**config.mk**
```make
export PLATFORM = sky130hd
export DESIGN_NAME = positional_list_insert_delete_top
export DESIGN_NICKNAME = d
export VERILOG_FILES = /design/src/rtl/core/pli_pkg.sv /design/src/rtl/core/pli_front.sv /design/src/rtl/core/pli_queue.sv /design/src/rtl/core/pli_back.sv /design/src/rtl/core/positional_list_insert_delete_top.sv
export SDC_FILE = /design/constraint.sdc
export NUM_CORES = 2
export LEC_CHECK = 0
export BUFFER_PORTS_ARGS = -buffer_cell sky130_fd_sc_hd__buf_2
export CORE_MARGIN = 3
export CORE_UTILIZATION = 58
export DETAILED_ROUTE_END_ITERATION = 16
export PLACE_DENSITY = 0.87
export SKIP_CTS_REPAIR_TIMING = 1
export SLEW_MARGIN = 0
export SYNTH_ARGS = -nofsm -noshare
export SYNTH_HDL_FRONTEND = slang
export SYNTH_HIERARCHICAL = 1
export SYNTH_SLANG_ARGS = --single-unit
```
**constraint.sdc**
```tcl
create_clock -name clk -period 5.3 [get_ports clk]
set_clock_uncertainty 0.2 [all_clocks]
set_input_delay 0.795 -clock clk [delete_from_list [all_inputs] [get_ports clk]]
set_output_delay 0.795 -clock clk [all_outputs]
set_load 0.005 [all_outputs]
```
**src/rtl/core/pli_pkg.sv**
```systemverilog
// shared types and codes for the positional list block
`default_nettype none

package pli_pkg;

  // widths sized for the largest supported list depth (64)
  localparam int SLOT_W = 6;
  localparam int CNT_W  = 7;

  localparam logic [1:0] OP_INS_BEFORE = 2'd0;
  localparam logic [1:0] OP_INS_AFTER  = 2'd1;
  localparam logic [1:0] OP_DELETE     = 2'd2;

  localparam logic [1:0] ST_OK     = 2'd0;
  localparam logic [1:0] ST_BADPOS = 2'd1;
  localparam logic [1:0] ST_FULL   = 2'd2;
  localparam logic [1:0] ST_EMPTY  = 2'd3;

  localparam logic [1:0] K_SHOW = 2'd0;
  localparam logic [1:0] K_INS  = 2'd1;
  localparam logic [1:0] K_DEL  = 2'd2;
  localparam logic [1:0] K_ERR  = 2'd3;

  typedef struct packed {
    logic [1:0]        kind;
    logic [1:0]        status;
    logic [SLOT_W-1:0] slot;
    logic [CNT_W-1:0]  count;
    logic [31:0]       value;
  } cmd_t;

endpackage

`default_nettype wire

```
**src/rtl/core/pli_front.sv**
```systemverilog
// front end: takes requests, checks them against the tracked count, issues commands
`default_nettype none

module pli_front #(
  parameter int DEPTH = 16
) (
  input  wire                 clk,
  input  wire                 rst,
  input  wire                 in_valid,
  output logic                in_ready,
  input  wire  [1:0]          opcode,
  input  wire  signed [31:0]  value,
  input  wire  [4:0]          position,
  input  wire                 q_full,
  output logic                push,
  output pli_pkg::cmd_t       push_cmd
);

  localparam int CW = $clog2(DEPTH + 1);
  localparam int PW = (CW > 5) ? CW : 5;

  logic [CW-1:0] cnt;
  logic [CW-1:0] cnt_next;
  logic [PW-1:0] pos_x;
  logic [PW-1:0] cnt_x;
  logic [PW-1:0] slot;
  logic          bad;
  logic [1:0]    kind;
  logic [1:0]    status;

  assign in_ready = ~q_full;
  assign push     = in_valid & in_ready;

  always_comb begin
    pos_x    = PW'(position);
    cnt_x    = PW'(cnt);
    bad      = (pos_x == '0) || (pos_x > cnt_x);
    kind     = pli_pkg::K_SHOW;
    status   = pli_pkg::ST_OK;
    slot     = '0;
    cnt_next = cnt;
    case (opcode)
      pli_pkg::OP_DELETE: begin
        if (cnt == '0) begin
          kind   = pli_pkg::K_ERR;
          status = pli_pkg::ST_EMPTY;
        end else if (bad) begin
          kind   = pli_pkg::K_ERR;
          status = pli_pkg::ST_BADPOS;
        end else begin
          kind     = pli_pkg::K_DEL;
          slot     = pos_x - PW'(1);
          cnt_next = cnt - CW'(1);
        end
      end
      pli_pkg::OP_INS_BEFORE, pli_pkg::OP_INS_AFTER: begin
        if (cnt >= CW'(DEPTH)) begin
          kind   = pli_pkg::K_ERR;
          status = pli_pkg::ST_FULL;
        end else if (cnt == '0) begin
          // first value goes to the head whatever the position
          kind     = pli_pkg::K_INS;
          cnt_next = cnt + CW'(1);
        end else if (bad) begin
          kind   = pli_pkg::K_ERR;
          status = pli_pkg::ST_BADPOS;
        end else begin
          kind     = pli_pkg::K_INS;
          slot     = (opcode == pli_pkg::OP_INS_BEFORE) ? pos_x - PW'(1) : pos_x;
          cnt_next = cnt + CW'(1);
        end
      end
      default: begin
        kind = pli_pkg::K_SHOW;
      end
    endcase
  end

  always_comb begin
    push_cmd.kind   = kind;
    push_cmd.status = status;
    push_cmd.slot   = pli_pkg::SLOT_W'(slot);
    push_cmd.count  = pli_pkg::CNT_W'(cnt_next);
    push_cmd.value  = value;
  end

  always_ff @(posedge clk) begin
    if (rst) begin
      cnt <= '0;
    end else if (push) begin
      cnt <= cnt_next;
    end
  end

endmodule

`default_nettype wire

```
**src/rtl/core/pli_queue.sv**
```systemverilog
// two-entry command queue between front and back
`default_nettype none

module pli_queue (
  input  wire            clk,
  input  wire            rst,
  input  wire            push,
  input  pli_pkg::cmd_t  push_cmd,
  output logic           full,
  input  wire            pop,
  output logic           q_valid,
  output pli_pkg::cmd_t  q_cmd
);

  pli_pkg::cmd_t slots [2];
  logic          wr_ptr;
  logic          rd_ptr;
  logic [1:0]    fill;

  assign full    = (fill == 2'd2);
  assign q_valid = (fill != 2'd0);
  assign q_cmd   = slots[rd_ptr];

  always_ff @(posedge clk) begin
    if (push) begin
      slots[wr_ptr] <= push_cmd;
    end
  end

  always_ff @(posedge clk) begin
    if (rst) begin
      wr_ptr <= 1'b0;
      rd_ptr <= 1'b0;
      fill   <= 2'd0;
    end else begin
      if (push) begin
        wr_ptr <= ~wr_ptr;
      end
      if (pop) begin
        rd_ptr <= ~rd_ptr;
      end
      case ({push, pop})
        2'b10:   fill <= fill + 2'd1;
        2'b01:   fill <= fill - 2'd1;
        default: fill <= fill;
      endcase
    end
  end

endmodule

`default_nettype wire

```
**src/rtl/core/pli_back.sv**
```systemverilog
// back end: shift-array list store, update and element emission
`default_nettype none

module pli_back #(
  parameter int DEPTH = 16
) (
  input  wire                clk,
  input  wire                rst,
  input  wire                q_valid,
  input  pli_pkg::cmd_t      q_cmd,
  output logic               pop,
  output logic               out_valid,
  input  wire                out_ready,
  output logic [1:0]         status,
  output logic [4:0]         entry_count,
  output logic               has_element,
  output logic signed [31:0] element_value,
  output logic [3:0]         element_index,
  output logic               last
);

  localparam int CW = $clog2(DEPTH + 1);
  localparam int IW = (DEPTH > 2) ? $clog2(DEPTH) : 1;

  localparam logic S_IDLE = 1'b0;
  localparam logic S_EMIT = 1'b1;

  logic        [31:0] store [DEPTH];
  logic               state;
  logic      [CW-1:0] count;
  logic      [IW-1:0] idx;
  logic      [IW-1:0] slot;
  logic               cur_err;
  logic         [1:0] cur_status;
  logic               load;
  logic               is_last;

  assign pop     = (state == S_IDLE) && q_valid;
  assign load    = (state == S_EMIT) && (!out_valid || out_ready);
  assign slot    = q_cmd.slot[IW-1:0];
  assign is_last = ((CW'(idx) + CW'(1)) == count);

  // entries past the slot (at or past it on delete) shift from a fixed neighbour
  always_ff @(posedge clk) begin
    if (pop) begin
      for (int i = 0; i < DEPTH; i++) begin
        if (q_cmd.kind == pli_pkg::K_INS) begin
          if (IW'(i) == slot) begin
            store[i] <= q_cmd.value;
          end else if (i > 0 && IW'(i) > slot) begin
            store[i] <= store[(i > 0) ? i - 1 : 0];
          end
        end else if (q_cmd.kind == pli_pkg::K_DEL) begin
          if (i < DEPTH - 1 && IW'(i) >= slot) begin
            store[i] <= store[(i < DEPTH - 1) ? i + 1 : i];
          end
        end
      end
    end
  end

  always_ff @(posedge clk) begin
    if (rst) begin
      state     <= S_IDLE;
      count     <= '0;
      out_valid <= 1'b0;
    end else begin
      if (out_valid && out_ready) begin
        out_valid <= 1'b0;
      end
      case (state)
        S_IDLE: begin
          if (pop) begin
            count <= CW'(q_cmd.count);
            state <= S_EMIT;
          end
        end
        S_EMIT: begin
          if (load) begin
            out_valid <= 1'b1;
            if (cur_err || count == '0 || is_last) begin
              state <= S_IDLE;
            end
          end
        end
        default: begin
          state <= S_IDLE;
        end
      endcase
    end
  end

  always_ff @(posedge clk) begin
    if (pop) begin
      cur_err    <= (q_cmd.kind == pli_pkg::K_ERR);
      cur_status <= q_cmd.status;
      idx        <= '0;
    end
    if (load) begin
      status      <= cur_err ? cur_status : pli_pkg::ST_OK;
      entry_count <= 5'(count);
      if (cur_err || count == '0) begin
        has_element   <= 1'b0;
        element_value <= '0;
        element_index <= '0;
        last          <= 1'b1;
      end else begin
        has_element   <= 1'b1;
        element_value <= store[idx];
        element_index <= 4'(idx);
        last          <= is_last;
        idx           <= idx + IW'(1);
      end
    end
  end

endmodule

`default_nettype wire

```
**src/rtl/core/positional_list_insert_delete_top.sv**
```systemverilog
// top level of the positional list: front end, command queue and back end
//
// input channel (in_valid/in_ready) takes one request word: opcode, value,
// position. opcode 0 inserts before, 1 inserts after, 2 deletes at the
// one-based position; the first insert into an empty list goes to the head.
// output channel (out_valid/out_ready) gives the list head to tail, one word
// per element with last on the final one, a single empty marker when the
// list is empty, or a single error word (bad position, full, empty delete).
// a request is first written into the command queue; the back end then takes it,
// updates the shift array and emits its words in order, head to tail, and
// returns to idle after the last word, an error word or the empty marker.
// the front end checks requests against its own count and a two-entry
// command queue lets it take further requests while the back end emits.
// the output word is registered; a stalled receiver holds the back end,
// and the front end stops taking words once the queue is full.
// reset empties the list and the queue; stored values need no clearing.
`default_nettype none

module positional_list_insert_delete_top #(
  parameter int DEPTH = 16
) (
  input  wire                clk,
  input  wire                rst,
  input  wire                in_valid,
  output logic               in_ready,
  input  wire  [1:0]         opcode,
  input  wire  signed [31:0] value,
  input  wire  [4:0]         position,
  output logic               out_valid,
  input  wire                out_ready,
  output logic [1:0]         status,
  output logic [4:0]         entry_count,
  output logic               has_element,
  output logic signed [31:0] element_value,
  output logic [3:0]         element_index,
  output logic               last
);

  logic          push;
  pli_pkg::cmd_t push_cmd;
  logic          q_full;
  logic          pop;
  logic          q_valid;
  pli_pkg::cmd_t q_cmd;

  pli_front #(
    .DEPTH(DEPTH)
  ) u_front (
    .clk      (clk),
    .rst      (rst),
    .in_valid (in_valid),
    .in_ready (in_ready),
    .opcode   (opcode),
    .value    (value),
    .position (position),
    .q_full   (q_full),
    .push     (push),
    .push_cmd (push_cmd)
  );

  pli_queue u_queue (
    .clk      (clk),
    .rst      (rst),
    .push     (push),
    .push_cmd (push_cmd),
    .full     (q_full),
    .pop      (pop),
    .q_valid  (q_valid),
    .q_cmd    (q_cmd)
  );

  pli_back #(
    .DEPTH(DEPTH)
  ) u_back (
    .clk           (clk),
    .rst           (rst),
    .q_valid       (q_valid),
    .q_cmd         (q_cmd),
    .pop           (pop),
    .out_valid     (out_valid),
    .out_ready     (out_ready),
    .status        (status),
    .entry_count   (entry_count),
    .has_element   (has_element),
    .element_value (element_value),
    .element_index (element_index),
    .last          (last)
  );

endmodule

`default_nettype wire
```
; Yosys cells after proc, flatten, opt, wreduce, memory -nomap -nowiden
; Memory sizes are Yosys's and may differ from the RTL's. A register that Yosys moved wholly into a read port is not among the register bits.
; Index checks and enable logic that the tools add are counted.
[op_classes]
add_sub_neg = 7
magnitude_cmp = 32
n_eq_ne = 24
n_mux = 284
bitwise = 35
reduce_logical = 17
[op_table]
columns = operator, n
row1 = two-way mux 32 bit, 30
row2 = two-way mux 1 bit, 227
row3 = two-way mux 5 bit, 11
row4 = equality test 4 bit (first input constant), 8
row5 = > comparator 4 bit (first input constant), 8
row6 = bitwise OR 1 bit, 30
row7 = >= comparator 4 bit (first input constant), 7
row8 = case mux 5 bit (2 select lines), 2
row9 = equality test 3 x 4 -> 1 bit (first input constant), 4
row10 = >= comparator 3 x 4 -> 1 bit (first input constant), 4
row11 = > comparator 3 x 4 -> 1 bit (first input constant), 4
row12 = logical NOT 5 bit, 3
row13 = two-way mux 2 bit, 7
row14 = two-way mux 4 bit, 3
row15 = case mux 2 bit (2 select lines), 3
row16 = equality test 2 bit (second input constant), 5
row17 = subtractor 5 x 1 -> 5 bit (second input constant), 2
row18 = equality test 2 x 4 -> 1 bit (first input constant), 2
row19 = >= comparator 1 x 4 -> 1 bit (first input constant), 2
row20 = >= comparator 2 x 4 -> 1 bit (first input constant), 2
row21 = > comparator 2 x 4 -> 1 bit (first input constant), 2
row22 = equality test 2 x 1 -> 1 bit (second input constant), 3
row23 = adder 4 x 1 -> 5 bit (second input constant), 1
row24 = adder 5 x 1 -> 5 bit (second input constant), 1
row25 = other kinds (19), 28
[word_totals]
register_bits = 36
ramBits = 604
input_bits = 43
output_inout_bits = 47
elab_cells = 416
n_memories = 2
[mem_list]
columns = memory, depth, word_bits, rd, rd_clocked_by_memory_dff, write_ports, line
row1 = u_back.store, 16, 32, 17, 1, 16, pli_back.sv:28  ; logic [31:0] store [DEPTH];
row2 = u_queue.slots, 2, 46, 1, 1, 1, pli_queue.sv:15  ; pli_pkg::cmd_t slots [2];

; Logic depth before layout (Yosys ltp)
[depth]
ltp_word = 8
ltp_mapped = 10
ltp_nobuf = 9

; By module
; The synthesis kept the hierarchy.
[by_module_without_submodules]
columns = mod, instances, cells_each, area_per_inst_um2, seq_area_each_um2
row1 = pli_back, 1, 2567, 31656.6, 17036.3
row2 = pli_queue, 1, 174, 3732.3, 3042.9
row3 = pli_front, 1, 165, 1177.4, 100.1

; Worst setup path before layout
; OpenSTA, ideal clock, no wires.
[synth_timing]
path_type = register to register
startpoint = register (tool-made name)
endpoint = memory u_back.store[0][0] (enable)
setup_ns = 0.461
arrival_time_ns = 4.121
required_time_ns = 4.639
slack_ns = 0.518
stages_incl_launch_ff = 9
n_path_buf = 3
period_less_slack_ns = 4.782
cell_sequence = dfxtp_1 buf_4 mux2_2 or3b_1 buf_6 nor3_4 buf_4 nor2_1 nor3_1
[synth_lines]
columns = element, line
row1 = to (decl), pli_back.sv:28

==> impl_summary.txt <==
----------------------------------------------------
[Critical path]
  Endpoint type of the worst setup path ... flop
  Capturing point of the worst reg2reg path ... u_back/store[2][6]$_DFFE_PP_
  Levels on crit path ... 6
  Worst R2R Setup Slack ... 0.98 ns
  Highest cell delay on the worst timing path ... 0.99 ns
  Kind of launch point of the worst setup path ... flop
  Cells along the critical path ... mux2_2 -> nor3b_2 -> nand3_2 -> buf_4 -> mux2i_1 -> o21ai_1
  End of the critical path ... u_back/store[2][6]$_DFFE_PP_
  Worst path top cell family by delay ... simple AND/OR/NAND/NOR gates
  Count of buffering cells on the critical path with inverters included ... 1
  Path depth of the worst reg2reg path ... 6
  Crit-path slowest cell ... sky130_fd_sc_hd__nand3_2
  Data required time of the critical path ... 5.44 ns
  Largest fanout of any net on the critical path ... 23
  Startpoint-to-endpoint class of the critical path ... flop to flop
  Crit path DAT ... 4.46 ns

[Cells and area]
  Final #Nets ... 2882
  Number of standard cells in the final layout excluding fillers ... 3710
  Share of post-route cells with drive strength above 1 ... 0.173
  Area Growth Syn to Fin ... 9.23%
  Post-route design area ... 0.0396 mm²
  Diode count ... 0
  Fillers ... 4219

[Floorplan]
  Top Ports ... 90
  Chip width ... 256 µm
  Floorplan row count ... 90
  Std-Cell Core Area ... 0.0610 mm²
  Die height ... 256 µm
  Die area ... 0.0655 mm²
  Starting utilization of the core area ... 0.593

[Detailed routing]
  Via count ... 26.1k
  Met3 wire length ... 13500 µm
  Routed length per placed instance ... 27.6 µm
  M1 wire length ... 34600 µm
  Top layer reached by signal wires ... met4
  Pre-Repair DR Iteration Count ... 7
  Number of DRC violations after detailed routing ... 0
  Antenna-violating nets left ... 0
  Wirelength, routed ... 102000 µm
  Routed length on met2 ... 48700 µm
  Number of design-rule violations left by the first detailed-router iteration ... 3762
  Via density per instance ... 7.04

[STA]
  Unrepaired setup endpoints after global routing ... no
  Number of endpoints with negative hold slack in the final report ... 0
  Setup violators final ... 0
  Remaining max-slew budget at the tightest pin ... 0.151
  Worst Max-Slew Pin Slew ... 1.27 ns
  Clock period minus worst slack ... 4.32 ns
  Period Utilization, post-route ... 0.814
  Fin. max-slew vios ... 0
  Total Neg Setup Slack ... 0 ns
  Fin Hold WS ... 0.160 ns
  Maximum achievable frequency ... 232 MHz

[Flow run]
  Max-cap violations ... 0

[Global routing]
  Vias in the first global route ... 26.3k
  Pin count of the biggest net entering global routing ... 66
  Aggregate global-route resource usage ... 0.306
  Initial antenna violation count ... 1
  Remaining global-route overflow ... 0
  Wire length of the first global-routing pass ... 155000 µm

[Logic synthesis]
  Cell Area, Synth ... 0.0362 mm²
  Yosys warning count ... 6
  Post-Synthesis Net Count ... 2937
  Average cell area after synthesis ... 12.6 µm²
  Post-Synthesis Cells ... 2884

[Placement]
  Placed Cells ... 3585
  Dpl cell area ... 0.0372 mm²
  Post-DP HPWL ... 61900 µm
  Last weighted congestion value of the routability-driven placer ... 0.904
  Buffers on Ports ... 89

[Clocking]
  Source-to-sink clock delay at the later pin of the worst-skew pair ... 0.62 ns
  Number of CTS-inserted buffers ... 70
  # clock sinks ... 671
  TritonCTS clock tree ... done
  CTS HTree Levels ... 3
  Root buf cell ... sky130_fd_sc_hd__clkbuf_16
  Worst-case clock buffer depth ... 3
  Register clock-pin slew on the reported worst setup and hold paths ... 0.06 ns

[Hold path]
  Hold Startpoint ... value[8]
  Cell count of the worst hold path ... 1
  Worst min path class ... input pin to flop

[Power and ir drop]
  P per Cell Area ... 533 mW/mm²
  Largest voltage drop on the vdd net ... 0.000279 V
  Leakage Power ... 15.1 nW

[Run status]
  Status ... finished clean

----------------------------------------------------
metal layers:
layer  vias to the layer above  global-route usage
met4                         0               0.171
li1                      10800                   -
met5                         -                   0
met2                      2215               0.490
met1                     12700               0.388
met3                       430              0.0701
layout by cell type, fill, tap and decap left out, drive strengths merged, types with 3 or more instances in the layout:
master,n
edfxtp,650
mux2i,436
nor2,260
a21oi,248
nand2,229
o21ai,208
buf,156
mux4,128
mux2,110
clkbuf,91
a211oi,37
a21o,36
o22ai,35
a22o,31
nor3,26
nor2b,22
dfxtp,21
inv,19
clkinv,18
nand3,15
nand2b,13
and2,12
bufinv,11
xnor2,10
ha,10
or2,4
or3,4
o31a,3
nor4,3
nor3b,3
a31oi,3
worst min-delay path by stage:
stage	endpoint	slack, ns
after floorplan	u_queue/fill[1]$_SDFFE_PP0P_	0.26
after global placement	u_queue/fill[1]$_SDFFE_PP0P_	0.27
after detailed placement	u_queue/fill[1]$_SDFFE_PP0P_	0.29
after CTS	u_queue/slots[0][5]$_DFFE_PP_	0.13
after global routing	u_queue/slots[1][8]$_DFFE_PP_	0.15
final	u_queue/slots[0][8]$_DFFE_PP_	0.16
state kept, by name, indices dropped and copies added (netlist names), 2 cells and up, named ones only:
| signal | count |
|---|---|
| u_back/element_index | 4 |
| u_back/count | 5 |
| u_back/cur_status | 2 |
| u_back/store | 512 |
| u_back/entry_count | 5 |
| u_back/status | 2 |
| u_back/idx | 4 |
| u_back/element_value | 32 |
| u_queue/slots | 90 |
| u_front/cnt | 5 |
| u_queue/fill | 2 |
per-stage QoR:
stage                     utilization  setup WS (ns)  total power, mW
final                           0.648          0.984             21.1
after global routing            0.648          0.881             21.8
after CTS                       0.648           1.12             20.9
after detailed placement        0.609           1.08             15.8
after global placement          0.609           1.30             15.3
after floorplan                     -          0.544             13.4
power by group:
part | leakage [nW] | switching [mW] | internal [mW] | total [mW]
combinational | 7.82 | 4.41 | 2.64 | 7.05
clock | 1.15 | 2.07 | 3.09 | 5.16
sequential | 6.14 | 0.902 | 7.99 | 8.89
area by class of cell:
| cell class | count | area (µm²) | share of cell area |
|---|---|---|---|
| Clock buffer | 91 | 1910 | 0.0484 |
| Timing Repair Buffer | 156 | 1050 | 0.0265 |
| Clock inverter | 34 | 459 | 0.0116 |
| Sequential cell | 671 | 20000 | 0.504 |
| Tap cell | 828 | 1040 | 0.0262 |
| Inverter | 16 | 60.1 | 0.00152 |
| Multi-Input combinational cell | 1914 | 15100 | 0.381 |
No activity file was read; power rests on OpenSTA's default activity.
